<file path="config.mk">
export PLATFORM = sky130hd
export DESIGN_NAME = cea_cfg_regs
export DESIGN_NICKNAME = d
export VERILOG_FILES = /design/src/rtl/cea_pkg.sv /design/src/rtl/cea_cfg_regs.sv
export SDC_FILE = /design/constraint.sdc
export NUM_CORES = 1
export LEC_CHECK = 0
export BUFFER_PORTS_ARGS = -buffer_cell sky130_fd_sc_hd__buf_2
export CORE_UTILIZATION = 50
export CTS_BUF_LIST = sky130_fd_sc_hd__clkbuf_4 sky130_fd_sc_hd__clkbuf_8
export CTS_CLUSTER_DIAMETER = 200
export DETAILED_ROUTE_END_ITERATION = 10
export PLACE_DENSITY_LB_ADDON = 0.15
export SLEW_MARGIN = 25
export SYNTH_ARGS = -nofsm -noshare
export SYNTH_HDL_FRONTEND = slang
export SYNTH_SLANG_ARGS = --single-unit
</file>
<file path="constraint.sdc">
create_clock -name clk -period 1.7 [get_ports clk]
set_input_delay 0.255 -clock clk [delete_from_list [all_inputs] [get_ports clk]]
set_output_delay 0.255 -clock clk [all_outputs]
set_load 0.005 [all_outputs]
</file>
<file path="src/rtl/cea_pkg.sv">
// Shared types, constants and codes for the congestion event admission block.
// No dependencies; imported by every module under rtl/.
package cea_pkg;

  localparam int CONNECTIONS = 256;
  localparam int CONN_W      = $clog2(CONNECTIONS);
  localparam int ACKED_BITS  = 8;

  localparam logic [15:0] ACKED_LIM   = 16'((32'd1 << ACKED_BITS) - 32'd1);
  localparam logic [15:0] COUNTER_MAX = 16'hFFFF;
  localparam logic [7:0]  RETX_CLAMP_FROM = 8'd7;
  localparam logic [2:0]  RETX_CLAMP_TO   = 3'd6;

  // Item operation codes
  localparam logic [2:0] OP_ACK      = 3'd0;
  localparam logic [2:0] OP_NACK     = 3'd1;
  localparam logic [2:0] OP_TIMEOUT  = 3'd2;
  localparam logic [2:0] OP_RESPONSE = 3'd3;
  localparam logic [2:0] OP_ADD_ACK  = 3'd4;

  // Configuration register indexes
  localparam logic [2:0] CFG_TIER_ONE   = 3'd0;
  localparam logic [2:0] CFG_TIER_TWO   = 3'd1;
  localparam logic [2:0] CFG_TIER_THREE = 3'd2;
  localparam logic [2:0] CFG_QUEUE_CAP  = 3'd3;
  localparam logic [2:0] CFG_TIME_GAP   = 3'd4;
  localparam logic [2:0] CFG_ACKED_MIN  = 3'd5;

  typedef struct packed {
    logic [9:0]  tier_one;
    logic [9:0]  tier_two;
    logic [9:0]  tier_three;
    logic [9:0]  queue_cap;
    logic [31:0] min_gap;
    logic [15:0] acked_min;
  } cfg_t;

  // One connection table entry
  typedef struct packed {
    logic        flag;
    logic [31:0] last_time;
    logic        time_valid;
    logic [15:0] count;
  } entry_t;

  typedef struct packed {
    logic                  admitted;
    logic [ACKED_BITS-1:0] acked;
    logic [2:0]            retx;
  } res_t;

  typedef enum logic [0:0] {
    ST_IDLE,
    ST_EXEC
  } state_t;

endpackage

</file>
<file path="src/rtl/cea_cfg_regs.sv">
// Configuration register file for the admission thresholds and predicates.
// Depends on cea_pkg.
module cea_cfg_regs import cea_pkg::*; (
  input  logic        clk,
  input  logic        rst,
  input  logic        wr_en,
  input  logic [2:0]  wr_index,
  input  logic [31:0] wr_data,
  output cfg_t        cfg
);

  always_ff @(posedge clk) begin
    if (rst) begin
      cfg <= '0;
    end else if (wr_en) begin
      unique case (wr_index)
        CFG_TIER_ONE:   cfg.tier_one   <= wr_data[9:0];
        CFG_TIER_TWO:   cfg.tier_two   <= wr_data[9:0];
        CFG_TIER_THREE: cfg.tier_three <= wr_data[9:0];
        CFG_QUEUE_CAP:  cfg.queue_cap  <= wr_data[9:0];
        CFG_TIME_GAP:   cfg.min_gap    <= wr_data;
        CFG_ACKED_MIN:  cfg.acked_min  <= wr_data[15:0];
        default: ;  // unused index, dropped
      endcase
    end
  end

endmodule

</file>
==> impl_metrics.toml, run 1 <==
[clock_network]
clk_pin_slew_ns = 0.08
cts-root-buf = "clkbuf_8"
cts_setup_buffers = 0
clockBufferDepth = 2
cts_buffers = 9
insertion_delay_ns = 0.34
cts.sinks = 88
cts_hold_buf = 0
cts_tree = "yes"
h-tree-depth = 3
cts_resized = 0

[worst_setup_path]
path_cells = "buf_2"
worst-path-buf-inv = 1
end_kind = "output port"
start_kind = "flip-flop"
cpPeakStageDelay_ns = 0.36
crit_family = "flip-flops"
path_class = "flip-flop to output port"
required_ns = 1.44
worstPathMaxFanout = 2
cp.arrival_ns = 0.82
critPathSlowestCell = "dfxtp_1"

[synth]
ys_seq_elements = 88
synth_flop_cell = "dfxtp_1"
synth_area_leaders = "dfxtp_1, mux2i_1, nand2b_1"
synth_top_area_share = 0.4885
synthTopCellsByCount = "nand2b_1, dfxtp_1, mux2i_1"
ys_seq_area_frac = 0.4885
yosysTopAreaCell = "dfxtp_1"
yosys_warnings = 0
syn-cell-area_um2 = 3606
syn-num-nets = 367
async_reset_ff_frac = 0
synth_edf_count = 0
syn_inst = 329
ys_types = 12
yosysMostFrequentCell = "nand2b_1"
avgSynthCellArea_um2 = 10.96

[cells_and_area]
largest_reg_flops = 88
drive_gt1_frac = 0.3304
fin_nets = 488
stdcell_count = 550
area_growth_pct = 25.50
fin_util = 0.6588
diodes = 0
regMostFlops = "cfg"
top_regs = "cfg x88"

[detailed_routing]
vias = 2649
drt_iter0_drc = 61
drcViolationCount = 0
via_per_inst = 4.816
first_pass_iters = 4
wl_mm = 7.623
wire_per_inst_um = 13.86
ant_nets = 0

[global_route]
antenna_found_initial = 0
grt.overflow.total = 0
groute.usage.overall = 0.2050
grt_pass1_vias = 2417
grt_start_max_net_pins = 39
grt_pass1_wl_mm = 11.68

[run_status]
outcome = "finished, final reports clean"

[power_and_ir_drop]
power_density_nw_per_um2 = 855.7
p_total_w = 0.003872
p_leak_nw = 2.317
ir_worst_vdd_mv = 0.4866

[placed_design]
port_buffers = 125
finalWeightedCongestion = 0.7267
numPlacedInstances = 535
dp_hpwl_mm = 5.364

[timing]
whs_ns = 0.1628
tightest_slew_ns = 0.4031
fmax_mhz = 928.6
min_period_ns = 1.077
finalSetupTns_ns = 0
clock_skew_ns = 0
relSlewSlack = 0.7313
hold_viol_final = 0
maxSlewViolCount = 0
setup_viol = 0
period_share = 0.6335
rsz0062_at_grt = "false"

[die]
num_rows = 30
die_h_um = 86.93
core_area_um2 = 6869
pin_count = 126
initial_core_util = 0.5250
die_area_um2 = 7556
die_w_um = 86.93

[flow_run]
max-cap-violations = 0

[hold_path]
hold_class = "input port to flip-flop"
==> stage by stage <==
step | setup slack [ns] | area [um2]
after CTS | 0.6068 | 4526
after global placement | 0.3242 | 4330
final | 0.6231 | 4526
after global routing | 0.5728 | 4526
after detailed placement | 0.3136 | 4330
after floorplan | 0.5223 | 3606
==> area by class of cell <==
type / instances / area [um2]
Multi-Input combinational cell: 217 / 1730
Sequential cell: 88 / 1762
Timing Repair Buffer: 134 / 718.2
Clock inverter: 3 / 42.54
Fill cell: 569 / 2344
Tap cell: 96 / 120.1
Clock buffer: 12 / 152.6
==> worst paths after layout <==
check | startpoint | cells after the start | slack (ns) | end
worst max-delay path | cfg[9]$_SDFFE_PP0P_ | 1 | 0.62 | cfg[9]
worst min-delay path | wr_data[29] | 3 | 0.16 | cfg[45]$_SDFFE_PP0P_
worst max register to register | cfg[31]$_SDFFE_PP0P_ | 2 | 1.05 | cfg[31]$_SDFFE_PP0P_
worst min register to register | cfg[32]$_SDFFE_PP0P_ | 2 | 0.47 | cfg[32]$_SDFFE_PP0P_
==> per-layer routing <==
layer | vias up | wire length (um) | track usage
li1 | 1330 | - | -
met1 | 1222 | 3487 | 0.2578
met2 | 90 | 3488 | 0.3364
met3 | 7 | 558 | 0.05213
met4 | 0 | 89 | 0.08182
met5 | - | 0 | 0
==> where the power goes <==
part | internal (W) | switching (W)
Clock | 0.000743 | 0.000680
Combinational | 0.000170 | 0.000152
Sequential | 0.00211 | 0.0000222
Total | 0.00302 | 0.000855
==> logic make-up after synthesis <==
group	after synthesis	share of synthesized area
buffers and inverters	24	0.03158
flip-flops	88	0.4885
multiplexers	88	0.2443
AND/OR/NAND/NOR	129	0.2356
==> layout by cell type (no fill, tap or decap) <==
cell type / instances
buf_2: 125
nand2b_1: 120
mux2i_1: 88
dfxtp_1: 88
clkbuf_8: 10
buf_4: 7
nand4bb_1: 3
and4bb_1: 2
nand4b_1: 2
clkbuf_4: 2
buf_12: 2
and4bb_2: 1
or4b_1: 1
bufinv_16: 1
clkinv_2: 1
clkinvlp_4: 1
Note: power is estimated with default switching activity, not from simulation.
==> inputs of run 2 (changes only) <==
- CORE_UTILIZATION: 50 -> 46
- clock period: 1.7 -> 0.9 ns (I/O delays scaled with it)
==> run 2 against run 1 <==
  * The flow now finishes with violations (setup timing)
  * Core utilization is 3.3 points higher
  * Global-route usage is 0.69 points lower
  * Via count is 4.1% higher
  * Clock skew stayed put
  * Largest power group unchanged
  * Highest routed layer unchanged
==> impl_metrics.toml, run 2 (synthesis results as in run 1) <==
[run_status]
outcome = "finished with violations"
violations = "setup timing"

[global_route]
antenna_found_initial = 0
grt_pass1_wl_mm = 12.83
grt_start_max_net_pins = 48
groute.usage.overall = 0.1981
grt_pass1_vias = 2584
grt.overflow.total = 0

[timing]
tightest_slew_ns = 0.3555
clock_skew_ns = 0
hold_viol_final = 0
rsz0062_at_grt = "true"
min_period_ns = 0.9328
finalSetupTns_ns = -1.857
fmax_mhz = 1072
setup_viol = 88
relSlewSlack = 0.7630
whs_ns = 0.02381
period_share = 1.036
setup_ws_ns = -0.03275
maxSlewViolCount = 0

[placed_design]
dp_hpwl_mm = 5.565
place_ws_ns = -0.3224
finalWeightedCongestion = 0.7516
port_buffers = 125

[cells_and_area]
layout_commonest_cell = "nand2b_1"
top_regs = "cfg x88"
fin_util = 0.6923
n_fill_cell = 570
largest_reg_flops = 88
drive_gt1_frac = 0.5588
area_growth_pct = 42.23
diodes = 0
regMostFlops = "cfg"
final_cell_mix = "nand2b_1, buf_2, mux2i_1, dfxtp_2, buf_4"
fin_nets = 518

[worst_setup_path]
start_kind = "flip-flop"
required_ns = 0.76
worst-path-buf-inv = 1
cp.arrival_ns = 0.80
critPathSlowestCell = "dfxtp_2"
path_cells = "buf_6"
path_class = "flip-flop to output port"
end_kind = "output port"
crit_family = "flip-flops"
worstPathMaxFanout = 2
cpPeakStageDelay_ns = 0.34

[clock_network]
cts.sinks = 88
clk_pin_slew_ns = 0.09
cts-root-buf = "clkbuf_8"
cts_hold_buf = 0
clockBufferDepth = 2
h-tree-depth = 3
insertion_delay_ns = 0.35
cts_tree = "yes"
cts_buffers = 9

[hold_path]
hold_class = "input port to flip-flop"

[die]
num_rows = 31
core_area_um2 = 7408
die_h_um = 90.54
die_area_um2 = 8197
pin_count = 126
die_w_um = 90.54
initial_core_util = 0.4867

[power_and_ir_drop]
p_leak_nw = 2.557
ir_worst_vdd_mv = 1.080
p_total_w = 0.007706
power_density_nw_per_um2 = 1503

[detailed_routing]
drcViolationCount = 0
wl_mm = 8.356
ant_nets = 0
first_pass_iters = 4
drt_iter0_drc = 54
via_per_inst = 4.723
vias = 2758
wire_per_inst_um = 14.31

[flow_run]
max-cap-violations = 0
-- run 2: final timing paths --
check | slack (ns) | depth (start not counted) | end | start
worst max-delay path | -0.03 | 1 | cfg[57] | cfg[57]$_SDFFE_PP0P_
worst min-delay path | 0.02 | 3 | cfg[44]$_SDFFE_PP0P_ | wr_data[28]
worst max register to register | 0.10 | 4 | cfg[16]$_SDFFE_PP0P_ | cfg[16]$_SDFFE_PP0P_
worst min register to register | 0.47 | 2 | cfg[37]$_SDFFE_PP0P_ | cfg[37]$_SDFFE_PP0P_
-- run 2: tightest hold or removal path, delay by kind of cell --
kind                   cells  cell delay (ns)
buffers and inverters      1             0.09
multiplexers               1             0.06
AND/OR/NAND/NOR            1             0.05
-- run 2: metal layers --
| layer | vias up | routed length, um | global-route usage |
|---|---|---|---|
| li1 | 1388 | - | - |
| met1 | 1282 | 3809 | 0.2501 |
| met2 | 82 | 3912 | 0.3194 |
| met3 | 6 | 551 | 0.07071 |
| met4 | 0 | 83 | 0.05242 |
| met5 | - | 0 | 0 |
-- run 2: power breakdown --
part           switching [W]  total (W)  internal [W]
sequential         0.0000494    0.00404       0.00399
combinational       0.000307   0.000721      0.000413
clock                0.00133    0.00295       0.00162
total                0.00169    0.00771       0.00602
-- run 2: stage by stage --
stage                     instances  area [um2]
after floorplan                 329        3626
after CTS                       575        4946
after global routing            584        5129
final                           584        5129
after global placement          552        4443
after detailed placement        552        4443
-- run 2: cell type report --
cell class / count / area [um2] / area share
clock buffer: 14 / 186.4 / 0.03635
timing repair buffer: 164 / 1174 / 0.2288
tap: 99 / 123.9 / 0.02415
multi-input combinational: 217 / 1738 / 0.3389
clock inverter: 2 / 35.03 / 0.006831
sequential: 88 / 1872 / 0.3650
-- run 2: what timing repair did --
item                       in CTS  in global routing
gates cloned                    0                  1
setup endpoints to repair      88                 95
setup buffers                   7                  8
gates resized for setup       107                 17
