**src/rtl/cea_pkg.sv**
```systemverilog
// Shared types, constants and codes for the congestion event admission block.
// No dependencies; imported by every module under rtl/.
package cea_pkg;

  localparam int CONNECTIONS = 256;
  localparam int CONN_W      = $clog2(CONNECTIONS);
  localparam int ACKED_BITS  = 8;

  localparam logic [15:0] ACKED_LIM   = 16'((32'd1 << ACKED_BITS) - 32'd1);
  localparam logic [15:0] COUNTER_MAX = 16'hFFFF;
  localparam logic [7:0]  RETX_CLAMP_FROM = 8'd7;
  localparam logic [2:0]  RETX_CLAMP_TO   = 3'd6;

  // Item operation codes
  localparam logic [2:0] OP_ACK      = 3'd0;
  localparam logic [2:0] OP_NACK     = 3'd1;
  localparam logic [2:0] OP_TIMEOUT  = 3'd2;
  localparam logic [2:0] OP_RESPONSE = 3'd3;
  localparam logic [2:0] OP_ADD_ACK  = 3'd4;

  // Configuration register indexes
  localparam logic [2:0] CFG_TIER_ONE   = 3'd0;
  localparam logic [2:0] CFG_TIER_TWO   = 3'd1;
  localparam logic [2:0] CFG_TIER_THREE = 3'd2;
  localparam logic [2:0] CFG_QUEUE_CAP  = 3'd3;
  localparam logic [2:0] CFG_TIME_GAP   = 3'd4;
  localparam logic [2:0] CFG_ACKED_MIN  = 3'd5;

  typedef struct packed {
    logic [9:0]  tier_one;
    logic [9:0]  tier_two;
    logic [9:0]  tier_three;
    logic [9:0]  queue_cap;
    logic [31:0] min_gap;
    logic [15:0] acked_min;
  } cfg_t;

  // One connection table entry
  typedef struct packed {
    logic        flag;
    logic [31:0] last_time;
    logic        time_valid;
    logic [15:0] count;
  } entry_t;

  typedef struct packed {
    logic                  admitted;
    logic [ACKED_BITS-1:0] acked;
    logic [2:0]            retx;
  } res_t;

  typedef enum logic [0:0] {
    ST_IDLE,
    ST_EXEC
  } state_t;

endpackage

```
**src/rtl/cea_admit_logic.sv**
```systemverilog
// Admission decision and entry update for one item.
// Pure combinational; depends on cea_pkg.
module cea_admit_logic import cea_pkg::*; (
  input  cfg_t        cfg,
  input  entry_t      entry,
  input  logic [2:0]  op,
  input  logic [7:0]  conn_id,
  input  logic [31:0] now_time,
  input  logic [9:0]  queue_level,
  input  logic [7:0]  acked_add,
  input  logic [7:0]  retx_count_in,
  output logic        wr_en,
  output entry_t      wr_entry,
  output res_t        res
);

  logic        in_range;
  logic [31:0] gap;
  logic [15:0] cnt_eff;
  logic        tp;
  logic        cp;
  logic        tier_ok;
  logic        may;
  logic [16:0] sum;

  assign in_range = 32'(conn_id) < CONNECTIONS;
  assign gap      = now_time - entry.last_time;
  // timeout clears the counter before the decision
  assign cnt_eff  = (op == OP_TIMEOUT) ? 16'd0 : entry.count;
  assign tp       = !entry.time_valid || (gap >= cfg.min_gap);
  assign cp       = cnt_eff >= cfg.acked_min;
  assign sum      = {1'b0, entry.count} + {9'd0, acked_add};

  always_comb begin
    if (queue_level < cfg.tier_one) begin
      tier_ok = 1'b1;
    end else if (queue_level < cfg.tier_two) begin
      tier_ok = tp || cp;
    end else if (queue_level < cfg.tier_three) begin
      tier_ok = tp;
    end else if (queue_level < cfg.queue_cap) begin
      tier_ok = tp && cp;
    end else begin
      tier_ok = 1'b0;
    end
  end

  assign may = !entry.flag && tier_ok;

  always_comb begin
    wr_en    = 1'b0;
    wr_entry = entry;
    res      = '0;
    if (in_range) begin
      unique case (op) inside
        OP_ACK, OP_NACK: begin
          if (may) begin
            wr_en        = 1'b1;
            wr_entry     = '{flag: 1'b1, last_time: now_time, time_valid: 1'b1,
                             count: 16'd0};
            res.admitted = 1'b1;
            res.acked    = (entry.count > ACKED_LIM) ? ACKED_LIM[ACKED_BITS-1:0]
                                                     : entry.count[ACKED_BITS-1:0];
          end
        end
        OP_TIMEOUT: begin
          wr_en          = 1'b1;
          wr_entry.count = 16'd0;
          res.retx       = (retx_count_in >= RETX_CLAMP_FROM) ? RETX_CLAMP_TO
                                                             : retx_count_in[2:0];
          if (may) begin
            wr_entry.flag       = 1'b1;
            wr_entry.last_time  = now_time;
            wr_entry.time_valid = 1'b1;
            res.admitted        = 1'b1;
          end
        end
        OP_RESPONSE: begin
          if (entry.flag) begin
            wr_en         = 1'b1;
            wr_entry.flag = 1'b0;
            res.admitted  = 1'b1;
          end
        end
        OP_ADD_ACK: begin
          wr_en          = 1'b1;
          wr_entry.count = sum[16] ? COUNTER_MAX : sum[15:0];
        end
        default: ;  // unknown op: no change
      endcase
    end
  end

endmodule
```
**config.mk**
```make
export PLATFORM = sky130hd
export DESIGN_NAME = cea_admit_logic
export DESIGN_NICKNAME = d
export VERILOG_FILES = /design/src/rtl/cea_pkg.sv /design/src/rtl/cea_admit_logic.sv
export SDC_FILE = /design/constraint.sdc
export NUM_CORES = 1
export LEC_CHECK = 0
export BUFFER_PORTS_ARGS = -buffer_cell sky130_fd_sc_hd__buf_2
export CAP_MARGIN = 20
export CORE_MARGIN = 4
export CORE_UTILIZATION = 35
export DETAILED_ROUTE_END_ITERATION = 16
export PLACE_DENSITY = 0.61
export SLEW_MARGIN = 20
export SYNTH_ARGS = -nofsm -noshare
export SYNTH_HDL_FRONTEND = slang
export SYNTH_SLANG_ARGS = --single-unit
```
**constraint.sdc**
```tcl
create_clock -name vclk -period 6.1
set_clock_uncertainty 0.2 [all_clocks]
set_input_delay 0.305 -clock vclk [all_inputs]
set_output_delay 0.305 -clock vclk [all_outputs]
set_load 0.02 [all_outputs]
```
==> impl_metrics.csv, run 1 <==
group,metric,value,unit
layout,final_core_utilization,47.4,%
sta,slew_viol_final,0,
floorplanning,floorplan.die.width,133,um
worst_setup_path,path_class,"in -> out",
placement,postPlaceCellArea,7150,um^2
outcome,status,"finished clean",
placement,detailed_place_hpwl,15800,um
worst_setup_path,worstSetupEndpointType,"output pin",
sta,setup_tns,0,ps
synth,synth.top_cell.area_share,28.0,%
pwr,total_switching_power,0.378,mW
global_route,global_route_wire_length_before_repair,28300,um
floorplanning,core-area,15300,um^2
sta,fmaxAchievable,0.172,GHz
layout,final_net_count,1374,
worst_setup_path,crit_top_cell,"sky130_fd_sc_hd__a21oi_1",
placement,placedCellCount,1250,
global_route,grt_pass1_vias,6106,
layout,register_area,0,um^2
flow_run,max_cap_violations,0,
pwr,total_leakage_power,4.11,nW
sta,finalCritPeriodShare,95.2,%
synth,mappedNetlistNets,1104,
placement,gp_congestion,0.887,
routing,drt_pass1_iterations,4,
worst_setup_path,crit_slowest_cell,"sky130_fd_sc_hd__a221o_2",
worst_setup_path,slowest_delay,420,ps
worst_setup_path,arrival,5300,ps
routing,totalWireLength,17700,um
cts,holdBufCountCts,0,
routing,postRouteAntennaNets,0,
layout,post-route-cell-area,7260,um^2
global_route,global_route.overflow_total,0,
layout,area_growth,32.1,%
global_route,grt_usage,18.5,%
synth,synth_cell_type_count,61,
synth,synthesis.area_per_instance,7.11,um^2
routing,dr.first_iter.drc_count,229,
synth,post_synth_inst_count,772,
pwr,vdd_ir_drop_max,47.4,uV
worst_setup_path,required,5590,ps
layout,clockBufferCount,0,
sta,tightest_slew,1030,ps
pwr,power.density,97.7,nW/um^2
synth,yosys_warnings,0,
routing,drc,0,
layout,finalNonFillerCells,1253,
sta,finalWorstPathRequiredPeriod,5810,ps
layout,post_route_cells_drive_above_1_share,32.7,%
routing,routed_wire_length_per_instance,14.1,um
floorplanning,start_util,35.9,%
routing,detailroute.via_count,6253,
synth,post-synth-top-count-cell,"sky130_fd_sc_hd__inv_1",
synth,mappedNetlistArea,5490,um^2
sta,report.final.setup_viol,0,
synth,seq_area_frac_synth,0,%
global_route,grt_antenna_before_repair,4,
pwr,clock_power_share,0,%
worst_hold_path,worst_hold_path_type,"in -> out",
pwr,comb_power_share,100.0,%
worst_setup_path,cp-start-kind,"input port",
placement,port_buffers,262,
layout,design.seq.count,0,
synth,synth_top_cells_by_count,"sky130_fd_sc_hd__inv_1, sky130_fd_sc_hd__ha_1, sky130_fd_sc_hd__a21oi_1",
pwr,seq_power_share,0,%
sta,number_of_hold_violations_in_the_final_report,0,
floorplanning,rows,45,
sta,worst_slew_margin_rel,31.0,%
global_route,grt_start_max_net_pins,25,
floorplanning,die_h,133,um
pwr,internal-power,0.331,mW
synth,synth_area_leaders,"sky130_fd_sc_hd__ha_1, sky130_fd_sc_hd__inv_1, sky130_fd_sc_hd__mux2_4, sky130_fd_sc_hd__a21oi_1, sky130_fd_sc_hd__o21ai_0",
floorplanning,floorplan_die_area,17800,um^2
worst_setup_path,path_max_fanout,10,
synth,area_leader_netlist,"sky130_fd_sc_hd__ha_1",
pwr,netSwitchingFraction,53.3,%
routing,vias_per_cell,4.99,
floorplanning,io_pins,270,
-- through the flow --
step	hold WS, ps	setup slack (ps)	power, mW
2_1_floorplan	544	612	0.468
3_3_place_gp	733	-93.1	0.689
3_5_place_dp	738	-167	0.693
4_1_cts	740	18.5	0.701
5_1_grt	773	-15.6	0.801
6_report	737	292	0.709
-- power groups by stage --
stage	sequential (mW)	clock [mW]	combinational, mW
2_1_floorplan	0	0	0.468
3_3_place_gp	0	0	0.689
3_5_place_dp	0	0	0.693
4_1_cts	0	0	0.701
5_1_grt	0	0.0000000438	0.801
6_report	0	0.0000000439	0.709
-- repair_timing --
| item | 4_1_cts | 5_1_grt |
|---|---|---|
| endpoints found under the setup margin | 16 | 52 |
| gates resized for setup | 4 | 15 |
| setup buffers | 0 | 1 |
| pin swaps | 0 | 4 |
| hold endpoints to repair | 0 | 0 |
-- routing by layer --
layer / vias to the layer above / share of wire [%] / global-route usage (%)
met1: 2740 / 45 / 23.3
met4: 4 / 0.45 / 1.20
met2: 175 / 48 / 34.7
met5: - / 0.15 / 0
met3: 10 / 5.9 / 2.68
li1: 3324 / - / -
-- cells by family after synthesis --
logic type | Yosys count | share of synthesized area [%]
AOI/OAI and AO/OA | 229 | 28.4
and+or+nand+nor | 204 | 18.8
buffers and inverters | 153 | 10.9
adders and majority gates | 125 | 28.8
muxes | 33 | 8.66
xor gates and xnor gates | 28 | 4.47
-- worst paths after layout --
kind              slack, ps  depth (start not counted)             start            to
setup / recovery        290                         27       now_time[0]  wr_entry[48]
hold / removal          740                          4  retx_count_in[0]        res[0]
-- cell type report --
class | count | area, um^2
inverters | 138 | 518
diodes | 2 | 5.00
repair buffers | 283 | 1500
multi-input cells | 619 | 4970
fillers | 1640 | 8060
well taps | 211 | 264
-- placed cells by master (no fill, tap or decap), drive strengths merged, types with 9 or more instances in the layout --
master,n
a21o,25
a21oi,55
buf,283
ha,123
inv,138
mux2,32
nand2,39
nand2b,9
nand3,19
nor2,51
nor2b,15
nor3,22
o21a,23
o21ai,41
o31ai,9
xnor2,19
xor2,9
-- worst max-delay path, delay by kind of cell --
| kind | cells | cell delay, ps |
|---|---|---|
| adder cells (fa/ha/maj) | 3 | 840 |
| AND/OR/NAND/NOR | 1 | 50 |
| XOR/XNOR | 1 | 140 |
| AO/OA/AOI/OAI | 13 | 2710 |
| buffers and inverters | 8 | 970 |
| multiplexers | 1 | 290 |
Note: power is estimated with default switching activity, not from simulation.
==> inputs of run 2 (changes only) <==
--- a/config.mk
+++ b/config.mk
@@ -8,9 +8,9 @@
 export BUFFER_PORTS_ARGS = -buffer_cell sky130_fd_sc_hd__buf_2
 export CAP_MARGIN = 20
 export CORE_MARGIN = 4
-export CORE_UTILIZATION = 35
+export CORE_UTILIZATION = 43
 export DETAILED_ROUTE_END_ITERATION = 16
-export PLACE_DENSITY = 0.61
+export PLACE_DENSITY = 0.73
 export SLEW_MARGIN = 20
 export SYNTH_ARGS = -nofsm -noshare
 export SYNTH_HDL_FRONTEND = slang
==> impl_metrics.csv, run 2 (synthesis gave the netlist of run 1 again) <==
group,metric,value,unit
worst_setup_path,path_max_fanout,9,
worst_setup_path,arrival,5330,ps
global_route,grt_antenna_before_repair,0,
layout,clockBufferCount,0,
worst_hold_path,worst_hold_path_type,"in -> out",
routing,totalWireLength,16900,um
sta,number_of_hold_violations_in_the_final_report,0,
sta,finalHoldWorstSlack,734,ps
sta,report.final.setup_viol,0,
floorplanning,floorplan.die.width,121,um
pwr,vdd_ir_drop_max,49.0,uV
routing,vias_per_cell,5.29,
routing,drt_pass1_iterations,4,
layout,finalNonFillerCells,1200,
worst_setup_path,worstSetupEndpointType,"output pin",
routing,postRouteAntennaNets,0,
layout,design.seq.count,0,
floorplanning,start_util,43.7,%
sta,finalCritPeriodShare,95.7,%
routing,routed_wire_length_per_instance,14.1,um
worst_setup_path,slowest_delay,410,ps
layout,final_net_count,1362,
layout,mostFrequentLayoutCell,"sky130_fd_sc_hd__buf_2",
global_route,global_route.overflow_total,0,
floorplanning,rows,41,
worst_setup_path,timing.critical_path.buf_inv,7,
sta,fmaxAchievable,0.171,GHz
worst_hold_path,holdPathEnd,"wr_entry[16]",
layout,register_area,0,um^2
flow_run,max_cap_violations,0,
layout,final_core_utilization,56.8,%
worst_setup_path,required,5590,ps
placement,gp_congestion,0.913,
pwr,total_leakage_power,4.06,nW
global_route,global_route_wire_length_before_repair,26100,um
worst_setup_path,path_class,"in -> out",
worst_hold_path,number_of_cells_on_the_worst_hold_path,3,
placement,port_buffers,262,
routing,detailroute.via_count,6346,
layout,post_route_cells_drive_above_1_share,31.7,%
floorplanning,floorplan_die_area,14600,um^2
sta,finalWorstPathRequiredPeriod,5840,ps
worst_hold_path,min-delay-start,"entry[16]",
floorplanning,die_h,121,um
layout,antenna_cells_inserted,0,
pwr,power.density,97.8,nW/um^2
outcome,status,"finished clean",
sta,slew_viol_final,0,
sta,tightest_slew,1020,ps
layout,area_growth,30.0,%
routing,drc,0,
routing,dr.first_iter.drc_count,196,
layout,final_cell_mix,"sky130_fd_sc_hd__buf_2, sky130_fd_sc_hd__inv_1, sky130_fd_sc_hd__ha_1, sky130_fd_sc_hd__a21oi_1, sky130_fd_sc_hd__nor2_1",
global_route,grt_start_max_net_pins,28,
worst_setup_path,critical_path.top_delay_family,"compound AO/OA/AOI/OAI gates",
floorplanning,core-area,12600,um^2
floorplanning,io_pins,270,
worst_setup_path,cp-start-kind,"input port",
placement,placedCellCount,1196,
placement,detailed_place_hpwl,14800,um
global_route,grt_usage,20.7,%
global_route,grt_pass1_vias,5956,
worst_setup_path,crit_slowest_cell,"sky130_fd_sc_hd__fa_1",
sta,worst_slew_margin_rel,31.4,%
## run 2: how the worst max path moves through the flow
stage / start / end / slack [ps] / cells past startpoint
final: now_time[0] / wr_entry[31] / 260 / 26
after global routing: now_time[0] / wr_entry[31] / -40 / 26
after CTS: now_time[0] / wr_entry[3] / 2 / 23
after detailed placement: now_time[0] / wr_entry[3] / 50 / 23
after global placement: now_time[0] / wr_entry[15] / 110 / 23
after floorplan: now_time[0] / wr_entry[15] / 610 / 21
## run 2: report_power, final
group          internal (mW)  total [mW]  switching, mW  leakage [nW]
logic                  0.324       0.698          0.374          4.06
clock network              0           0              0             0
registers                  0           0              0             0
## run 2: cell type report
cell class                      count  area [um^2]
Multi-Input combinational cell    619         4960
Tap cell                          172          215
Timing Repair Buffer              271         1450
Inverter                          138          518
Fill cell                        1256         5430
## run 2: metrics by stage
stage / setup TNS (ps) / power, mW / worst slack [ps] / instance area, um^2
after floorplan: 0 / 0.468 / 612 / 5490
after global placement: 0 / 0.662 / 113 / 7000
after detailed placement: 0 / 0.669 / 54.1 / 7000
after CTS: 0 / 0.674 / 2.22 / 7000
after global routing: -562 / 0.781 / -35.4 / 7140
final: 0 / 0.698 / 265 / 7140
## run 2: per-layer routing
| layer | global-route usage (%) | vias to the layer above | share of wire, % |
|---|---|---|---|
| li1 | - | 3300 | - |
| met1 | 26.6 | 2811 | 44 |
| met2 | 37.5 | 209 | 47 |
| met3 | 1.68 | 26 | 6.5 |
| met4 | 4.25 | 0 | 2.3 |
| met5 | 0 | - | 0 |
## run 2: what timing repair did
item                       in CTS  in global routing
hold endpoints to repair        0                  0
hold buffers                    0                  0
setup buffers                   0                  3
gates resized for setup         0                 14
setup endpoints to repair       0                 58
